$ cat src/rtl/core/utf8cd_pkg.sv
// ---------------------------------------------------------------------------
// utf8cd_pkg
// Shared types and byte constants for the UTF-8 code point decoder.
// ---------------------------------------------------------------------------
`default_nettype none

package utf8cd_pkg;

	localparam int unsigned BYTE_W = 8;
	localparam int unsigned CP_W   = 21;
	localparam int unsigned PAY_W  = 6;

	localparam logic [BYTE_W-1:0] BOM_B0     = 8'hEF;
	localparam logic [BYTE_W-1:0] BOM_B1     = 8'hBB;
	localparam logic [BYTE_W-1:0] BOM_B2     = 8'hBF;
	localparam logic [BYTE_W-1:0] LEAD2_MASK = 8'hE0;
	localparam logic [BYTE_W-1:0] LEAD2_TAG  = 8'hC0;
	localparam logic [BYTE_W-1:0] LEAD3_MASK = 8'hF0;
	localparam logic [BYTE_W-1:0] LEAD3_TAG  = 8'hE0;
	localparam logic [BYTE_W-1:0] LEAD4_MASK = 8'hF8;
	localparam logic [BYTE_W-1:0] LEAD4_TAG  = 8'hF0;
	localparam logic [BYTE_W-1:0] PAY2_MASK  = 8'h1F;
	localparam logic [BYTE_W-1:0] PAY3_MASK  = 8'h0F;
	localparam logic [BYTE_W-1:0] PAY4_MASK  = 8'h07;
	localparam logic [BYTE_W-1:0] CONT_MASK  = 8'h3F;

	localparam logic [1:0] PEND_NONE = 2'd0;
	localparam logic [1:0] PEND_ONE  = 2'd1;
	localparam logic [1:0] PEND_TWO  = 2'd2;
	localparam logic [1:0] PEND_THREE = 2'd3;

	typedef struct packed {
		logic            emit;
		logic [CP_W-1:0] cp;
	} dec_res_t;

endpackage

`default_nettype wire

$ cat src/rtl/core/utf8_codepoint_decoder.sv
// ---------------------------------------------------------------------------
// utf8_codepoint_decoder
// Turns a UTF-8 byte stream into code points, dropping each byte order mark
// that does not directly follow a dropped one.
//
// Input channel: in_valid / in_stall / in_byte, one byte per beat.
// Output channel: out_valid / out_stall / code_point, one code point per
// completed character; bytes that only open or extend a sequence, and the
// three bytes of a dropped mark, give no output beat.
// Path: a byte that completes a character is held in the input register,
// then its code point in the result register.
// Throughput: one byte per cycle while the receiver takes beats; decode is a
// single shift-or and state update between the two registers.
// Stall: a held result blocks the byte in the input register, which in turn
// raises in_stall; a stalled output beat keeps its value.
// Reset: arst_n clears both valid flags and the sequence state, so the block
// starts waiting for a lead byte with mark checking armed.
// ---------------------------------------------------------------------------
`default_nettype none

module utf8_codepoint_decoder
	import utf8cd_pkg::*;
(
	input  wire logic              clk,
	input  wire logic              arst_n,
	input  wire logic              in_valid,
	output logic                   in_stall,
	input  wire logic [BYTE_W-1:0] in_byte,
	output logic                   out_valid,
	input  wire logic              out_stall,
	output logic [CP_W-1:0]        code_point
);

	logic              free;
	logic              valid_s1;
	logic [BYTE_W-1:0] byte_s1;
	logic              fire;
	dec_res_t          res;

	assign fire = valid_s1 && free;

	utf8cd_in_stage u_in (
		.clk      (clk),
		.arst_n   (arst_n),
		.in_valid (in_valid),
		.in_byte  (in_byte),
		.in_stall (in_stall),
		.advance  (free),
		.valid_s1 (valid_s1),
		.byte_s1  (byte_s1)
	);

	utf8cd_decode u_dec (
		.clk     (clk),
		.arst_n  (arst_n),
		.fire    (fire),
		.byte_s1 (byte_s1),
		.res     (res)
	);

	utf8cd_out_reg u_out (
		.clk        (clk),
		.arst_n     (arst_n),
		.load       (fire && res.emit),
		.cp         (res.cp),
		.free       (free),
		.out_valid  (out_valid),
		.out_stall  (out_stall),
		.code_point (code_point)
	);

endmodule

`default_nettype wire

$ cat src/rtl/core/utf8cd_in_stage.sv
// ---------------------------------------------------------------------------
// utf8cd_in_stage
// Input register: captures one byte beat and holds it until decode takes it.
// ---------------------------------------------------------------------------
`default_nettype none

module utf8cd_in_stage
	import utf8cd_pkg::*;
(
	input  wire logic              clk,
	input  wire logic              arst_n,
	input  wire logic              in_valid,
	input  wire logic [BYTE_W-1:0] in_byte,
	output logic                   in_stall,
	input  wire logic              advance,
	output logic                   valid_s1,
	output logic [BYTE_W-1:0]      byte_s1
);

	logic load;

	assign in_stall = valid_s1 && !advance;
	assign load     = in_valid && !in_stall;

	always_ff @(posedge clk or negedge arst_n) begin
		if (!arst_n) begin
			valid_s1 <= 1'b0;
		end else if (load) begin
			valid_s1 <= 1'b1;
		end else if (advance) begin
			valid_s1 <= 1'b0;
		end
	end

	always_ff @(posedge clk) begin
		if (load) begin
			byte_s1 <= in_byte;
		end
	end

endmodule

`default_nettype wire

$ cat src/rtl/core/utf8cd_decode.sv
// ---------------------------------------------------------------------------
// utf8cd_decode
// Sequence state and per-byte decode, including byte order mark removal.
// ---------------------------------------------------------------------------
`default_nettype none

module utf8cd_decode
	import utf8cd_pkg::*;
(
	input  wire logic              clk,
	input  wire logic              arst_n,
	input  wire logic              fire,
	input  wire logic [BYTE_W-1:0] byte_s1,
	output dec_res_t               res
);

	logic [1:0]      pend_q, pend_d;
	logic [CP_W-1:0] part_q, part_d;
	logic            cand_q, cand_d;
	logic            second_q, second_d;
	logic            after_q, after_d;
	logic [CP_W-1:0] shifted;
	logic            may_mark;

	assign shifted  = {part_q[CP_W-PAY_W-1:0], byte_s1[PAY_W-1:0]};
	assign may_mark = (byte_s1 == BOM_B0) && !after_q;

	always_comb begin
		pend_d   = pend_q;
		part_d   = part_q;
		cand_d   = cand_q;
		second_d = second_q;
		after_d  = after_q;
		res.emit = 1'b0;
		res.cp   = shifted;
		if (pend_q != PEND_NONE) begin
			part_d = shifted;
			pend_d = pend_q - 2'd1;
			if (cand_q && pend_d == PEND_ONE) begin
				second_d = (byte_s1 == BOM_B1);
			end
			if (pend_d == PEND_NONE) begin
				cand_d   = 1'b0;
				second_d = 1'b0;
				if (cand_q && second_q && byte_s1 == BOM_B2) begin
					// mark dropped
					after_d = 1'b1;
					part_d  = '0;
				end else begin
					res.emit = 1'b1;
				end
			end
		end else begin
			after_d  = 1'b0;
			cand_d   = 1'b0;
			second_d = 1'b0;
			if ((byte_s1 & LEAD2_MASK) == LEAD2_TAG) begin
				part_d = CP_W'(byte_s1 & PAY2_MASK);
				pend_d = PEND_ONE;
			end else if ((byte_s1 & LEAD3_MASK) == LEAD3_TAG) begin
				part_d = CP_W'(byte_s1 & PAY3_MASK);
				pend_d = PEND_TWO;
				cand_d = may_mark;
			end else if ((byte_s1 & LEAD4_MASK) == LEAD4_TAG) begin
				part_d = CP_W'(byte_s1 & PAY4_MASK);
				pend_d = PEND_THREE;
			end else begin
				res.emit = 1'b1;
				res.cp   = CP_W'(byte_s1);
			end
		end
	end

	always_ff @(posedge clk or negedge arst_n) begin
		if (!arst_n) begin
			pend_q   <= PEND_NONE;
			part_q   <= '0;
			cand_q   <= 1'b0;
			second_q <= 1'b0;
			after_q  <= 1'b0;
		end else if (fire) begin
			pend_q   <= pend_d;
			part_q   <= part_d;
			cand_q   <= cand_d;
			second_q <= second_d;
			after_q  <= after_d;
		end
	end

endmodule

`default_nettype wire

$ cat src/rtl/core/utf8cd_out_reg.sv
// ---------------------------------------------------------------------------
// utf8cd_out_reg
// Result register: holds a code point beat until the receiver takes it.
// ---------------------------------------------------------------------------
`default_nettype none

module utf8cd_out_reg
	import utf8cd_pkg::*;
(
	input  wire logic            clk,
	input  wire logic            arst_n,
	input  wire logic            load,
	input  wire logic [CP_W-1:0] cp,
	output logic                 free,
	output logic                 out_valid,
	input  wire logic            out_stall,
	output logic [CP_W-1:0]      code_point
);

	logic valid_q;
	logic [CP_W-1:0] cp_q;

	assign free       = !valid_q || !out_stall;
	assign out_valid  = valid_q;
	assign code_point = cp_q;

	always_ff @(posedge clk or negedge arst_n) begin
		if (!arst_n) begin
			valid_q <= 1'b0;
		end else if (load) begin
			valid_q <= 1'b1;
		end else if (!out_stall) begin
			valid_q <= 1'b0;
		end
	end

	always_ff @(posedge clk) begin
		if (load) begin
			cp_q <= cp;
		end
	end

endmodule

`default_nettype wire

$ cat config.mk
export PLATFORM = sky130hd
export DESIGN_NAME = utf8_codepoint_decoder
export DESIGN_NICKNAME = d
export VERILOG_FILES = /design/src/rtl/core/utf8cd_pkg.sv /design/src/rtl/core/utf8_codepoint_decoder.sv /design/src/rtl/core/utf8cd_in_stage.sv /design/src/rtl/core/utf8cd_decode.sv /design/src/rtl/core/utf8cd_out_reg.sv
export SDC_FILE = /design/constraint.sdc
export NUM_CORES = 1
export LEC_CHECK = 0
export BUFFER_PORTS_ARGS = -buffer_cell sky130_fd_sc_hd__buf_2
export CAP_MARGIN = 0
export CORE_ASPECT_RATIO = 1.4
export CORE_MARGIN = 4
export CORE_UTILIZATION = 49
export DETAILED_ROUTE_END_ITERATION = 10
export GPL_TIMING_DRIVEN = 1
export PLACE_DENSITY = 0.72
export SETUP_SLACK_MARGIN = 0.3
export SYNTH_ARGS = -nofsm -noshare
export SYNTH_HDL_FRONTEND = slang
export SYNTH_SLANG_ARGS = --single-unit
$ cat constraint.sdc
create_clock -name clk -period 1.8 [get_ports clk]
set_clock_uncertainty 0.1 [all_clocks]
set_input_delay 0.36 -clock clk [delete_from_list [all_inputs] [get_ports clk]]
set_output_delay 0.36 -clock clk [all_outputs]
set_load 0.05 [all_outputs]
==> qor.yml <==
globalRouteMet1Util_pct: 17.3
diodes: 0
n_fill_cell: 293
drtIter0Drc: 38
fin_ws_ns: 0.0389
first_global_vias: 1487
critPathRequiredTime_ns: 1.88
cp_max_fo: 5
power.leakage_nw: 1.15
grt_antenna_before_repair: 0
grt_use_total_pct: 17.5
syn_area_um2: 2040
clockRootBuffer: "clkbuf_8"
drcViolationCount: 0
reg2reg_to: "u_dec.part_q[3]$_DFFE_PN0P_"
multi_input_area_um2: 676
slowest_stage: "edfxtp_1"
hp-class: "in2reg"
hold-path-cell-count: 1
cp-end-kind: "flop"
r2r_start: "u_in.byte_s1[7]$_DFFE_PP_"
grt_max_degree: 23
setup_violations: 0
holdPathEnd: "u_in.byte_s1[5]$_DFFE_PP_"
worstMarginPinSlew_ns: 0.513
fin_crit_sh_pct: 97.8
seq_area_um2: 1420
yosysMostFrequentCell: "edfxtp_1"
coreArea_um2: 3990
drive_gt1_share_pct: 38.4
hold_viol_final: 0
io_pins: 35
cts_num_sinks: 51
gr-total-overflow: 0
r2r_slack_ns: 0.04
async_flop_share_pct: 43.1
netlist.area_leader.share_pct: 42.7
hpwl_mm: 2.73
crit_type: "reg2reg"
met2_usage_pct: 31.5
clk_pin_slew_ns: 0.08
clk_latency_ns: 0.30
cts_made_buffers: 5
worst-r2r-cell-count: 6
peakVddDrop_v: 0.000878
routed-via-count: 1464
seq_area_frac_synth_pct: 69.7
wl_per_cell_um: 16.8
initial_utilization_pct: 51.2
die_x_um: 62.5
holdCritStartpoint: "in_byte[5]"
syn_to_final_growth_pct: 30.4
period_minus_slack_ns: 1.76
grt-busiest-layer: "met2"
port_buffers: 34
slew_headroom_pct: 65.8
synth_flop_cell: "edfxtp_1"
cts_tree: "yes"
drv_slew: 0
dieArea_um2: 5270
synth_area_leaders: "edfxtp_1 43%, dfrtp_1 27%, and2_1 5.2%"
grt_pass1_wl_mm: 7.03
drt_wl_total_mm: 4.40
syn_inst: 154
fp.dieH_um: 84.3
fin_util_pct: 66.7
ys_warn_count: 0
powerDensity_nw_per_um2: 1710
htree_levels: 2
ant_nets: 0
syn_avg_cell_area_um2: 13.2
crit_top_cell: "buf_6"
yosys.area.top_type: "edfxtp_1"
slowest_delay_ns: 0.44
outcome: "completed"
hold_slack_ns: 0.133
power.total_w: 0.00454
synth_edf_count: 29
rsz0062_at_grt: "yes"
vias_per_cell: 5.59
maxCapViolations: 0
max_freq_mhz: 568
pre_cts_ws_ns: -0.00241
gp_congestion: 0.941
synth_commonest_cells: "29 x edfxtp_1, 24 x nand2_1, 22 x dfrtp_1"
met3_usage_pct: 5.76
final_nets: 230
start_kind: "flop"
yosys_register_bits: 51
synth.distinct_cells: 32
crit_chain: "buf_6 -> a211oi_2 -> a311o_1 -> buf_6 -> a21oi_4 -> a32o_1"
drt-pass1-iter-count: 4
cts_buffer_depth: 2
rows: 27
arrival_ns: 1.85
synth_fp_nets: 166
-- cell usage in the layout, fill, tap and decap left out, types with 2 or more instances in the layout --
master	netlist	final
a21oi_1	2	2
a22o_1	4	4
a32o_1	2	2
and2_1	17	16
and2_4	0	4
buf_2	2	32
buf_4	0	18
buf_6	2	7
buf_8	0	2
clkbuf_1	2	2
clkbuf_8	0	5
dfrtp_1	22	20
dfrtp_2	0	2
edfxtp_1	29	29
inv_1	3	2
mux2_1	2	2
nand2_1	24	24
nand4_1	2	2
nand4b_1	2	2
nor2_1	3	2
o21ai_0	5	4
o21ai_1	14	12
o21ai_2	0	2
-- area by class of cell --
type,instances,share of cell area [%]
timing repair buffer,60,15.6
multi-input combinational,97,25.4
inverter,3,0.423
clock inverter,1,0.188
clock buffer,7,2.87
tap,43,2.02
sequential,51,53.5
-- flip-flops by register name (all words and copies together), names as in the netlist --
| register | count |
|---|---|
| u_in.byte_s1 | 8 |
| u_dec.after_q | 1 |
| u_dec.cand_q | 1 |
| u_out.out_valid | 1 |
| u_dec.pend_q | 2 |
| u_out.code_point | 21 |
| u_dec.second_q | 1 |
| u_in.valid_s1 | 1 |
| u_dec.part_q | 15 |
-- cell families after synthesis --
family / Yosys count / synth area share (%)
AO/OA/AOI/OAI: 37 / 12.8
buffers and inverters: 9 / 2.52
flip-flops: 51 / 69.7
multiplexers: 2 / 1.10
AND/OR/NAND/NOR: 55 / 13.9
-- layer usage --
layer	up-vias	wire (µm)	share of wire, %
li1	687	-	-
met1	692	1470	33
met2	65	2450	56
met3	20	272	6.2
met4	0	206	4.7
met5	-	0	0
-- power by group --
| part | internal [W] | switching, W | total, W |
|---|---|---|---|
| logic | 0.000730 | 0.00133 | 0.00206 |
| clock network | 0.000273 | 0.000337 | 0.000610 |
| registers | 0.00167 | 0.000198 | 0.00187 |
-- how the worst max path moves through the flow --
stage	startpoint	endpoint	slack (ns)
detailed placement	u_in.byte_s1[5]$_DFFE_PP_	u_out.code_point[20]$_DFFE_PP_	-0.002
finish	u_in.byte_s1[7]$_DFFE_PP_	u_dec.part_q[3]$_DFFE_PN0P_	0.04
global route	u_in.byte_s1[5]$_DFFE_PP_	u_out.code_point[0]$_DFFE_PP_	-0.02
floorplan	u_out.out_valid$_DFFE_PN0P_	u_dec.part_q[3]$_DFFE_PN0P_	0.14
global placement	u_in.byte_s1[5]$_DFFE_PP_	u_out.code_point[20]$_DFFE_PP_	0.05
CTS	u_in.byte_s1[5]$_DFFE_PP_	u_out.code_point[7]$_DFFE_PP_	0.08
-- worst max-delay path: cells and delay by family, from the launching register on --
kind	cells	cell delay (ns)
flops	1	0.44
compound gates	4	0.81
buf+inv	2	0.31
-- through the flow --
| step | area (µm²) | setup TNS (ns) | std cells |
|---|---|---|---|
| after global placement | 2320 | 0 | 235 |
| final | 2660 | 0 | 262 |
| after CTS | 2550 | 0 | 259 |
| after global routing | 2660 | -0.128 | 262 |
| after floorplan | 2070 | 0 | 154 |
| after detailed placement | 2320 | -0.0354 | 235 |
-- what timing repair did --
| item | 4_1_cts | 5_1_grt |
|---|---|---|
| hold buffers | 1 | 0 |
| setup endpoints to repair | 56 | 59 |
| gates cloned | 3 | 0 |
| pin swaps | 5 | 5 |
| gates resized for setup | 10 | 22 |
| buffers inserted | 12 | 3 |
| hold endpoints to repair | 22 | 0 |
No activity file was read; power rests on OpenSTA's default activity.
